==> src/design/stepper_pulse_controller_top_defines.svh <==
// ----------------------------------------------------------------------------
// stepper_pulse_controller_top_defines
// Assertion macros for the stepper pulse controller.
// ----------------------------------------------------------------------------
`ifndef STEPPER_PULSE_CONTROLLER_TOP_DEFINES_SVH
`define STEPPER_PULSE_CONTROLLER_TOP_DEFINES_SVH
// Implication checked on every clock edge outside reset.
`define SPC_ASSERT_IMP(label, ante, cons) \
  label: assert property (@(posedge clk) disable iff (!rst_n) (ante) |-> (cons)) \
    else $error("assertion failed");
// Next-cycle implication.
`define SPC_ASSERT_NXT(label, ante, cons) \
  label: assert property (@(posedge clk) disable iff (!rst_n) (ante) |=> (cons)) \
    else $error("assertion failed");
`endif

==> src/design/spc_pkg.sv <==
// ----------------------------------------------------------------------------
// spc_pkg
// Shared types and constants of the stepper pulse controller.
// ----------------------------------------------------------------------------
`default_nettype none
package spc_pkg;
  localparam int POS_WIDTH_DEF = 32;
  localparam logic [2:0] FUNC_TICK = 3'd0;
  localparam logic [2:0] FUNC_VEL  = 3'd1;
  localparam logic [2:0] FUNC_MOVE = 3'd2;
  localparam logic [2:0] FUNC_HOME = 3'd3;
  localparam logic [2:0] FUNC_RAMP = 3'd4;
  localparam logic [1:0] REG_CLOCK = 2'd0;
  localparam logic [1:0] REG_START = 2'd1;
  localparam logic [1:0] REG_HOME  = 2'd2;

  // Controller to datapath.
  typedef struct packed {
    logic load;      // register the input item for decode
    logic div_start; // start clock_hz / rate
    logic sqrt_start;
    logic finish;    // apply period and run one generator clock, show result
  } spc_cmd_t;

  // Datapath to controller.
  typedef struct packed {
    logic need_freq; // command requires a new period
    logic div_done;
    logic sqrt_done;
  } spc_stat_t;
endpackage
`default_nettype wire

==> src/design/spc_ctrl.sv <==
// ----------------------------------------------------------------------------
// spc_ctrl
// Sequencer for command acceptance, divide, root and result handoff.
// ----------------------------------------------------------------------------
`default_nettype none
module spc_ctrl (
  input  wire logic              clk,
  input  wire logic              rst_n,
  input  wire logic              in_fire,
  input  wire logic              out_free,
  input  wire spc_pkg::spc_stat_t stat,
  output logic                   in_ready,
  output spc_pkg::spc_cmd_t      cmd
);
  localparam logic [2:0] S_IDLE = 3'd0;
  localparam logic [2:0] S_DEC  = 3'd1;
  localparam logic [2:0] S_DIV  = 3'd2;
  localparam logic [2:0] S_SQRT = 3'd3;
  localparam logic [2:0] S_FIN  = 3'd4;

  logic [2:0] state_r, state_nxt;

  always_comb begin
    state_nxt = state_r;
    cmd = '0;
    in_ready = 1'b0;
    case (state_r)
      S_IDLE: begin
        in_ready = 1'b1;
        if (in_fire) begin
          cmd.load = 1'b1;
          state_nxt = S_DEC;
        end
      end
      S_DEC: begin
        if (stat.need_freq) begin
          cmd.div_start = 1'b1;
          state_nxt = S_DIV;
        end else begin
          state_nxt = S_FIN;
        end
      end
      S_DIV: begin
        if (stat.div_done) begin
          cmd.sqrt_start = 1'b1;
          state_nxt = S_SQRT;
        end
      end
      S_SQRT: if (stat.sqrt_done) state_nxt = S_FIN;
      S_FIN: begin
        if (out_free) begin
          cmd.finish = 1'b1;
          state_nxt = S_IDLE;
        end
      end
      default: state_nxt = S_IDLE;
    endcase
  end

  always_ff @(posedge clk) begin
    if (!rst_n) state_r <= S_IDLE;
    else state_r <= state_nxt;
  end
endmodule
`default_nettype wire

==> src/design/spc_datapath.sv <==
// ----------------------------------------------------------------------------
// spc_datapath
// Motion state, serial divider, serial square root and pulse generator.
// ----------------------------------------------------------------------------
`default_nettype none
module spc_datapath #(
  parameter int POS_WIDTH = spc_pkg::POS_WIDTH_DEF
) (
  input  wire logic               clk,
  input  wire logic               rst_n,
  input  wire spc_pkg::spc_cmd_t  cmd,
  output spc_pkg::spc_stat_t      stat,
  input  wire logic [2:0]         func,
  input  wire logic [31:0]        value,
  input  wire logic [31:0]        ramp_inc,
  input  wire logic [31:0]        ramp_limit,
  input  wire logic [31:0]        clock_hz,
  input  wire logic [31:0]        start_rate,
  input  wire logic [31:0]        home_offset,
  output logic [69:0]             result
);
  logic run_r, auto_r, zero_r, rev_r;
  logic [POS_WIDTH-1:0] pos_r, tpos_r;
  logic [31:0] tcnt_r, pulses_r, rate_r;
  logic [15:0] root_r, pre_r, per_r;
  logic [2:0]  func_r;
  logic [31:0] val_r, inc_r, lim_r;
  logic        need_r;
  logic [31:0] nrate_r;
  logic        need_c;
  logic [31:0] nrate_c;

  // Command decode on registered item, evaluated in the decode cycle.
  logic [POS_WIDTH-1:0] tgt, diff, dmag, pos_h;
  logic dneg, hneg, vneg;
  logic [31:0] vmag, hmag, rsum;
  logic [32:0] rsum_w;
  assign tgt  = POS_WIDTH'($signed(val_r));
  assign vneg = val_r[31];
  assign vmag = vneg ? (32'd0 - val_r) : val_r;
  assign hneg = home_offset[31];
  assign hmag = hneg ? (32'd0 - home_offset) : home_offset;
  assign rsum_w = {1'b0, rate_r} + {1'b0, inc_r};
  assign rsum = rsum_w[32] ? 32'hFFFFFFFF : rsum_w[31:0];

  // Position after the implicit halt of the generator.
  assign pos_h = rev_r ? (pos_r - POS_WIDTH'(pulses_r)) : (pos_r + POS_WIDTH'(pulses_r));
  logic halt_pre;
  assign halt_pre = (run_r || auto_r);
  logic [POS_WIDTH-1:0] pos_m;
  assign pos_m = halt_pre ? pos_h : pos_r;
  assign diff = tgt - pos_m;
  assign dneg = diff[POS_WIDTH-1];
  assign dmag = dneg ? (POS_WIDTH'(0) - diff) : diff;

  // Serial restoring divider.
  logic [31:0] q_r, rem_r, dvs_r;
  logic [5:0]  dcnt_r;
  logic        dbusy_r, dzero_r;
  logic [32:0] rtry;
  assign rtry = {rem_r, q_r[31]} - {1'b0, dvs_r};

  // Serial root, two bits per step.
  logic [31:0] sv_r, sres_r, sbit_r;
  logic        sbusy_r;
  logic [31:0] sadd;
  assign sadd = sres_r + sbit_r;

  assign stat.need_freq = need_c;
  assign stat.div_done  = dbusy_r && (dcnt_r == 6'd0);
  assign stat.sqrt_done = sbusy_r && (sbit_r == 32'd0);

  always_ff @(posedge clk) begin
    if (cmd.div_start) begin
      q_r <= clock_hz; rem_r <= '0; dvs_r <= nrate_c;
      dzero_r <= (nrate_c == 32'd0); dcnt_r <= 6'd32;
    end else if (dbusy_r && dcnt_r != 6'd0) begin
      dcnt_r <= dcnt_r - 6'd1;
      if (!rtry[32]) begin
        rem_r <= rtry[31:0]; q_r <= {q_r[30:0], 1'b1};
      end else begin
        rem_r <= {rem_r[30:0], q_r[31]}; q_r <= {q_r[30:0], 1'b0};
      end
    end
    if (cmd.sqrt_start) begin
      sv_r <= dzero_r ? 32'hFFFFFFFF : q_r; sres_r <= '0; sbit_r <= 32'h40000000;
    end else if (sbusy_r && sbit_r != 32'd0) begin
      if (sv_r >= sadd) begin
        sv_r <= sv_r - sadd; sres_r <= (sres_r >> 1) + sbit_r;
      end else begin
        sres_r <= sres_r >> 1;
      end
      sbit_r <= sbit_r >> 2;
    end
  end

  always_ff @(posedge clk) begin
    if (!rst_n) begin
      dbusy_r <= 1'b0; sbusy_r <= 1'b0;
    end else begin
      if (cmd.div_start) dbusy_r <= 1'b1;
      else if (cmd.sqrt_start) dbusy_r <= 1'b0;
      if (cmd.sqrt_start) sbusy_r <= 1'b1;
      else if (cmd.finish) sbusy_r <= 1'b0;
    end
  end

  // Decode cycle: whether a new rate is needed and which one.
  always_comb begin
    need_c = 1'b0;
    nrate_c = rate_r;
    case (func_r)
      spc_pkg::FUNC_VEL:  if (val_r != 32'd0 && rate_r != vmag) begin
        need_c = 1'b1; nrate_c = vmag;
      end
      spc_pkg::FUNC_MOVE: if (pos_m != tgt) begin
        need_c = 1'b1; nrate_c = start_rate;
      end
      spc_pkg::FUNC_HOME: if (!zero_r) begin
        need_c = 1'b1; nrate_c = start_rate;
      end
      spc_pkg::FUNC_RAMP: if (auto_r && pulses_r < lim_r) begin
        need_c = 1'b1; nrate_c = rsum;
      end
      default: need_c = 1'b0;
    endcase
  end

  logic phase_r; // high in the cycle after load
  always_ff @(posedge clk) begin
    if (!rst_n) phase_r <= 1'b0;
    else phase_r <= cmd.load;
  end
  always_ff @(posedge clk) begin
    if (cmd.load) begin
      func_r <= func; val_r <= value; inc_r <= ramp_inc; lim_r <= ramp_limit;
    end
    if (phase_r) begin
      need_r <= need_c; nrate_r <= nrate_c;
    end
  end
  // The decision is kept for the finish step, since motion state holds until then.

  // Finish: apply command, then one generator clock.
  logic c_run, c_auto, c_zero, c_rev, c_done, lvl;
  logic [POS_WIDTH-1:0] c_pos, c_tpos;
  logic [31:0] c_tcnt, c_pul, c_rate;
  logic [15:0] c_root, c_pre, c_per, xh;
  logic [31:0] nroot;
  assign nroot = (sres_r == 32'd0) ? 32'd1 : {16'd0, sres_r[15:0]};

  always_comb begin
    c_run = run_r; c_auto = auto_r; c_zero = zero_r; c_rev = rev_r;
    c_pos = pos_r; c_tpos = tpos_r; c_tcnt = tcnt_r; c_pul = pulses_r;
    c_rate = rate_r; c_root = root_r; c_pre = pre_r; c_per = per_r;
    c_done = 1'b0; lvl = 1'b0;
    case (func_r)
      spc_pkg::FUNC_VEL: begin
        if (val_r == 32'd0) begin
          if (run_r) begin
            c_run = 1'b0; c_auto = 1'b0; c_pos = pos_h; c_pul = '0;
          end
        end else begin
          if (auto_r || zero_r) begin
            c_zero = 1'b0; c_auto = 1'b0; c_pos = pos_h; c_pul = '0;
          end
          c_rev = vneg;
          if (need_r) begin c_rate = nrate_r; c_root = nroot[15:0]; end
          if (!run_r) begin c_run = 1'b1; c_pre = '0; c_per = '0; end
        end
      end
      spc_pkg::FUNC_MOVE: begin
        if (halt_pre) begin
          c_run = 1'b0; c_auto = 1'b0; c_pos = pos_h; c_pul = '0;
        end
        if (need_r) begin
          c_tpos = tgt; c_rev = dneg; c_rate = nrate_r; c_root = nroot[15:0];
          c_auto = 1'b1; c_pul = '0; c_tcnt = 32'(dmag); c_pre = '0; c_per = '0;
        end
      end
      spc_pkg::FUNC_HOME: begin
        if (run_r) begin
          c_run = 1'b0; c_auto = 1'b0; c_pos = pos_h; c_pul = '0;
        end
        if (need_r) begin
          c_zero = 1'b1; c_rev = hneg; c_rate = nrate_r; c_root = nroot[15:0];
          c_auto = 1'b1; c_pul = '0; c_tcnt = hmag; c_pre = '0; c_per = '0;
        end
      end
      spc_pkg::FUNC_RAMP: if (need_r) begin c_rate = nrate_r; c_root = nroot[15:0]; end
      default: c_done = 1'b0;
    endcase
    // First match check.
    if (c_auto && c_pul == c_tcnt) begin
      c_auto = 1'b0;
      c_pos = c_rev ? (c_pos - POS_WIDTH'(c_pul)) : (c_pos + POS_WIDTH'(c_pul));
      c_pul = '0;
      if (c_zero) begin c_zero = 1'b0; c_pos = '0; c_tpos = '0; end
      c_done = 1'b1;
    end
    if (c_run || c_auto) begin
      xh = c_root >> 1;
      lvl = c_per < xh;
      if (lvl && c_pre == 16'd0 && c_per == 16'd0) c_pul = c_pul + 32'd1;
      if ({16'd0, c_pre} + 32'd1 >= {16'd0, c_root}) begin
        c_pre = '0;
        c_per = ({16'd0, c_per} + 32'd1 >= {16'd0, c_root}) ? 16'd0 : c_per + 16'd1;
      end else begin
        c_pre = c_pre + 16'd1;
      end
      if (c_auto && c_pul == c_tcnt) begin
        c_auto = 1'b0;
        c_pos = c_rev ? (c_pos - POS_WIDTH'(c_pul)) : (c_pos + POS_WIDTH'(c_pul));
        c_pul = '0;
        if (c_zero) begin c_zero = 1'b0; c_pos = '0; c_tpos = '0; end
        c_done = 1'b1;
      end
    end else begin
      xh = '0;
    end
  end

  logic [31:0] pos32;
  assign pos32 = 32'($signed(c_pos));

  always_ff @(posedge clk) begin
    if (!rst_n) begin
      run_r <= 1'b0; auto_r <= 1'b0; zero_r <= 1'b0; rev_r <= 1'b0;
      pos_r <= '0; tpos_r <= '0; tcnt_r <= '0; pulses_r <= '0; rate_r <= '0;
      root_r <= 16'd1; pre_r <= '0; per_r <= '0;
    end else if (cmd.finish) begin
      run_r <= c_run; auto_r <= c_auto; zero_r <= c_zero; rev_r <= c_rev;
      pos_r <= c_pos; tpos_r <= c_tpos; tcnt_r <= c_tcnt; pulses_r <= c_pul;
      rate_r <= c_rate; root_r <= c_root; pre_r <= c_pre; per_r <= c_per;
    end
  end

  // Result: step, dir, vel, move, homing, position, pulse_count, done.
  always_ff @(posedge clk) begin
    if (cmd.finish)
      result <= {c_done, c_pul, pos32, c_zero, c_auto, c_run, c_rev, lvl};
  end
endmodule
`default_nettype wire

==> src/design/stepper_pulse_controller_top.sv <==
// Stepper pulse controller, top level.
// A tick or a command that keeps the period passes the decode and finish states before its result is registered.
// A command that sets a new rate also runs the serial divide and then the serial root first.
// One item is in flight at a time, so a new item is taken only after the last one has
// finished; a result held back by out_tready delays only the finish step.
// Reset (rst_n low, synchronous) stops the generator, clears position and counters,
// restores the register defaults and empties the output register.
`default_nettype none
`include "stepper_pulse_controller_top_defines.svh"
module stepper_pulse_controller_top #(
  parameter int POS_WIDTH = spc_pkg::POS_WIDTH_DEF
) (
  input  wire logic        clk,
  input  wire logic        rst_n,
  input  wire logic        in_tvalid,
  output logic             in_tready,
  // tdata: value[31:0], ramp_inc[63:32], ramp_limit[95:64]
  input  wire logic [95:0] in_tdata,
  // tuser: func[2:0]
  input  wire logic [2:0]  in_tuser,
  output logic             out_tvalid,
  input  wire logic        out_tready,
  // tdata: step_out[0], dir_out[1], velocity_active[2], move_active[3], homing[4],
  // position[36:5], pulse_count[68:37], move_done[69], zero fill up to 71
  output logic [71:0]      out_tdata,
  input  wire logic        cfg_psel,
  input  wire logic        cfg_penable,
  input  wire logic        cfg_pwrite,
  input  wire logic [3:0]  cfg_paddr,
  input  wire logic [31:0] cfg_pwdata,
  output logic [31:0]      cfg_prdata,
  output logic             cfg_pready
);
  // Configuration registers; a write lands in the access cycle.
  logic [31:0] clock_hz_r, start_rate_r, home_offset_r;
  logic        wr;
  assign cfg_pready = 1'b1;
  assign wr = cfg_psel && cfg_penable && cfg_pwrite;
  always_ff @(posedge clk) begin
    if (!rst_n) begin
      clock_hz_r <= 32'd168000000; start_rate_r <= 32'd1000;
      home_offset_r <= 32'hFFFFB1E0;
    end else if (wr) begin
      case (cfg_paddr[3:2])
        spc_pkg::REG_CLOCK: clock_hz_r    <= cfg_pwdata;
        spc_pkg::REG_START: start_rate_r  <= cfg_pwdata;
        spc_pkg::REG_HOME:  home_offset_r <= cfg_pwdata;
        default: ;
      endcase
    end
  end
  always_comb begin
    case (cfg_paddr[3:2])
      spc_pkg::REG_CLOCK: cfg_prdata = clock_hz_r;
      spc_pkg::REG_START: cfg_prdata = start_rate_r;
      spc_pkg::REG_HOME:  cfg_prdata = home_offset_r;
      default:            cfg_prdata = 32'd0;
    endcase
  end

  // The output register parts the two sides: a new item is taken while the
  // previous result still waits, and only the finish step waits for it to leave.
  logic out_free, in_fire;
  spc_pkg::spc_cmd_t  cmd;
  spc_pkg::spc_stat_t stat;
  logic [69:0] result;
  assign out_free = !out_tvalid || out_tready;
  assign in_fire  = in_tvalid && in_tready;

  spc_ctrl u_ctrl (
    .clk(clk), .rst_n(rst_n), .in_fire(in_fire), .out_free(out_free),
    .stat(stat), .in_ready(in_tready), .cmd(cmd)
  );

  spc_datapath #(.POS_WIDTH(POS_WIDTH)) u_dp (
    .clk(clk), .rst_n(rst_n), .cmd(cmd), .stat(stat),
    .func(in_tuser), .value(in_tdata[31:0]), .ramp_inc(in_tdata[63:32]),
    .ramp_limit(in_tdata[95:64]), .clock_hz(clock_hz_r),
    .start_rate(start_rate_r), .home_offset(home_offset_r), .result(result)
  );

  always_ff @(posedge clk) begin
    if (!rst_n) out_tvalid <= 1'b0;
    else if (cmd.finish) out_tvalid <= 1'b1;
    else if (out_tready) out_tvalid <= 1'b0;
  end
  assign out_tdata = {2'd0, result};

  // A new item is never taken while the datapath still works on one.
  `SPC_ASSERT_NXT(a_no_overlap, in_fire, !in_tready)
  // Finishing always leaves a valid result behind.
  `SPC_ASSERT_NXT(a_finish_valid, cmd.finish, out_tvalid)
  // The divider is never started together with the root or the finish step.
  `SPC_ASSERT_IMP(a_one_unit, cmd.div_start, !cmd.sqrt_start && !cmd.finish)
endmodule
`default_nettype wire
==> config.mk <==
export PLATFORM = sky130hd
export DESIGN_NAME = stepper_pulse_controller_top
export DESIGN_NICKNAME = d
export VERILOG_FILES = /design/src/design/spc_pkg.sv /design/src/design/spc_ctrl.sv /design/src/design/spc_datapath.sv /design/src/design/stepper_pulse_controller_top.sv
export VERILOG_INCLUDE_DIRS = /design/src /design/src/design
export SDC_FILE = /design/constraint.sdc
export NUM_CORES = 2
export LEC_CHECK = 0
export BUFFER_PORTS_ARGS = -buffer_cell sky130_fd_sc_hd__buf_2
export CAP_MARGIN = 20
export CORE_MARGIN = 5
export CORE_UTILIZATION = 40
export CTS_BUF_LIST = sky130_fd_sc_hd__clkbuf_8 sky130_fd_sc_hd__clkbuf_16
export DETAILED_ROUTE_END_ITERATION = 10
export MAX_ROUTING_LAYER = met4
export PLACE_DENSITY = 0.67
export REMOVE_ABC_BUFFERS = 1
export SYNTH_ARGS = -nofsm -noshare
export SYNTH_HDL_FRONTEND = slang
export SYNTH_HIERARCHICAL = 1
export SYNTH_SLANG_ARGS = --single-unit
==> constraint.sdc <==
create_clock -name clk -period 20.6 [get_ports clk]
set_input_delay 4.12 -clock clk [delete_from_list [all_inputs] [get_ports clk]]
set_output_delay 4.12 -clock clk [all_outputs]
set_load 0.1 [all_outputs]
==> metrics.md <==
| Metric | Value |
|---|---|
| Max Cap Viol | `0` |
| Crit Path Max Fanout | `24` |
| Seq/Total Area, Yosys | `30.6%` |
| Gr usage total | `30.0%` |
| Mapped Avg Cell Area | `8.14 sq um` |
| Clock Latency Late Sink | `0.72 ns` |
| Core Area | `133000 sq um` |
| Drt drc | `0` |
| Die Wd | `376 um` |
| Yosys warnings | `6` |
| Share of layout cells above drive strength 1 | `10.5%` |
| CP max stage delay | `0.89 ns` |
| Die area | `141000 sq um` |
| Initial antenna violation count | `7` |
| Drt pass-1 iters | `8` |
| Combinational share of power | `66.4%` |
| ANT nets after route | `0` |
| CTS root buffer | `clkbuf_16` |
| Post-synth EDFFs | `299` |
| RSZ-0062 raised after global routing | `false` |
| Global route total overflow | `0` |
| Commonest cells in the netlist | `725 x nand2_1, 670 x nor2_1, 527 x a21oi_1` |
| Yosys cell types | `111` |
| Fill cells | `13200` |
| Cts repair resizes | `0` |
| Pin count of the biggest net entering global routing | `102` |
| Critical Path Start Type | `flop` |
| Clk pwr share | `15.3%` |
| Post-CTS Setup Bufs | `0` |
| Via/cell ratio | `6.21` |
| Final Skew | `0.0493 ns` |
| Initial Utilization | `40.2%` |
| Leakage | `23.2 nW` |
| Post-Route WL | `217000 um` |
| # hold bufs at CTS | `0` |
| Routability congestion estimate | `1.05` |
| Syn Std Cell Area | `53500 sq um` |
| Synth top area share | `16.8%` |
| WL/cell | `25.5 um` |
| Net Sw Frac | `50.4%` |
| HP Class | `flop to flop` |
| Drt initial violations | `6999` |
| Top-count cell post-synth | `nand2_1` |
| Rel. slew slack | `16.8%` |
| Layout Nets | `7156` |
| First-pass GRT wire length | `315000 um` |
| CTS tree | `done` |
| Top post-synthesis cells by area | `edfxtp_1 17%, dfxtp_1 14%, ha_1 8.1%` |
| Post-synth top area cell | `edfxtp_1` |
| Final setup fails | `0` |
| CTS buffer count | `81` |
| Port bufs | `243` |
| Via Count | `52900` |
| Synth Flop Type | `dfxtp_1` |
| Reg2Reg Setup Slack | `2.11 ns` |
| Critical path's slowest cell | `a21oi_2` |
| Sink Count | `668` |
| Pwr dens | `167 nW/um^2` |
| DPL Wire Length | `163000 um` |
| Post-route clock period utilization | `89.7%` |
| Crit end category | `flop` |
| Htree depth | `3` |
| Ys async rst share | `0%` |
| Peak VDD IR | `119 uV` |
| Synthesized instance count | `6575` |
| Data arrival, critical path | `19.00 ns` |
| Required time worst endpoint | `21.11 ns` |
| Final Max Tran Viols | `0` |
| Worst Tran Pin Value | `1.24 ns` |
| FP Rows | `134` |
| Clk buf depth | `3` |
| Seq pwr share | `18.2%` |
| Run status | `completed` |
| I/O pin count | `249` |
| Internal power | `4.93 mW` |
| Post-layout min period | `18.49 ns` |
| Worst path most repeated cell | `nor2_1` |
| Peak Freq | `54.1 MHz` |
| TNS Setup | `0 ns` |
| Seq cells post-synth | `668` |
| WS Path Type | `flop to flop` |
| Clk pin slew, worst setup/hold paths | `0.06 ns` |
| Vias in the first global route | `48400` |
| Final Hold Viols | `0` |
| Hold Slack | `0.460 ns` |
| Die Span Y | `376 um` |
| Syn-to-layout area delta | `11.0%` |
| Switching power | `5.00 mW` |
==> sequential cells by signal, indices dropped and copies added, names as in the netlist, 32 cells and up <==
name / flops
u_dp/q_r: 32
u_dp/dvs_r: 32
u_dp/tgt: 32
u_dp/sv_r: 32
u_dp/inc_r: 32
u_dp/nrate_r: 32
u_dp/pos_r: 32
u_dp/rem_r: 32
clock_hz_r: 32
u_dp/sres_r: 32
u_dp/lim_r: 32
u_dp/rate_r: 32
home_offset_r: 32
u_dp/tcnt_r: 32
u_dp/pulses_r: 32
u_dp/result: 70
start_rate_r: 32
==> metrics by stage <==
stage	total power, mW	instance area [sq um]	utilization, %	std cells	worst slack, ns
6_report	9.93	59400	44.6	8511	2.11
5_1_grt	10.6	59400	44.6	8506	0.950
4_1_cts	9.78	59300	44.5	8492	2.57
3_5_place_dp	8.21	56400	42.4	8340	2.77
3_3_place_gp	8.12	56400	42.4	8340	2.99
2_1_floorplan	6.55	52000	-	6209	3.97
==> placed cells by master, fill, tap and decap left out, types with 63 or more instances in the layout <==
cell type,n
nor2_1,666
o31ai_1,63
a31oi_1,65
mux2_2,63
xnor2_1,299
edfxtp_1,299
mux2i_1,279
nand4_1,74
a21o_1,80
clkbuf_16,84
xor2_1,155
nor2b_1,84
nor4_1,86
buf_4,122
buf_2,242
inv_1,269
o21ai_0,372
a21oi_1,525
a211oi_1,126
nand3_1,142
dfxtp_1,368
ha_1,345
nor3_1,172
nand2_1,724
==> layout make-up <==
class,instances,area [sq um],area share [%]
clock buffers,87,2140,3.61
inverters,261,987,1.66
repair buffers,370,2210,3.72
multi-input cells,5280,34800,58.5
clock inverters,65,693,1.17
flip-flops and latches,668,16400,27.6
diodes,12,30.0,0.0506
well taps,1768,2210,3.72
==> logic make-up (layout without fill, tap and decap cells) <==
family                   Yosys count  after routing  synth area share (%)
AO/OA/AOI/OAI                   1810           1810                  21.8
flip-flops                       668            668                  30.6
XOR/XNOR                         457            457                  7.50
adder cells (fa/ha/maj)          352            352                  8.33
other                              2             15                0.0140
multiplexers                     343            343                  6.57
buffers and inverters            628            783                  4.71
AND/OR/NAND/NOR                 2315           2315                  20.5
==> power groups by stage <==
stage                     clock (mW)  combinational [mW]  sequential [mW]
after global routing            1.60                7.14             1.82
final                           1.52                6.60             1.81
after global placement             0                6.29             1.83
after floorplan                    0                4.63             1.93
after CTS                       1.55                6.42             1.81
after detailed placement           0                6.37             1.83
==> metal layers <==
metal / vias up / part of all wire, % / GRT usage (%)
met5: - / 0 / -
met2: 2916 / 42 / 43.9
met3: 665 / 11 / 6.48
met1: 25100 / 41 / 38.9
met4: 0 / 6.5 / 15.6
li1: 24200 / - / -
==> final timing paths <==
| check | startpoint | endpoint | cells after the start |
|---|---|---|---|
| min | u_dp/root_r[7] | u_dp/root_r[7] | 2 |
| min reg2reg | u_dp/root_r[7] | u_dp/root_r[7] | 2 |
| max reg2reg | u_dp/pulses_r[3] | u_dp/result[36] | 69 |
| max | u_dp/pulses_r[3] | u_dp/result[36] | 69 |
==> critical path, delay by kind of cell, from the launching register on <==
kind / cells / cell delay, ns
simple gates: 30 / 7.53
compound gates: 26 / 7.35
fa+ha+maj: 4 / 1.46
xor+xnor: 5 / 0.80
buf+inv: 2 / 0.53
mux: 2 / 0.31
flops: 1 / 0.30
(Power assumes the default switching activity.)
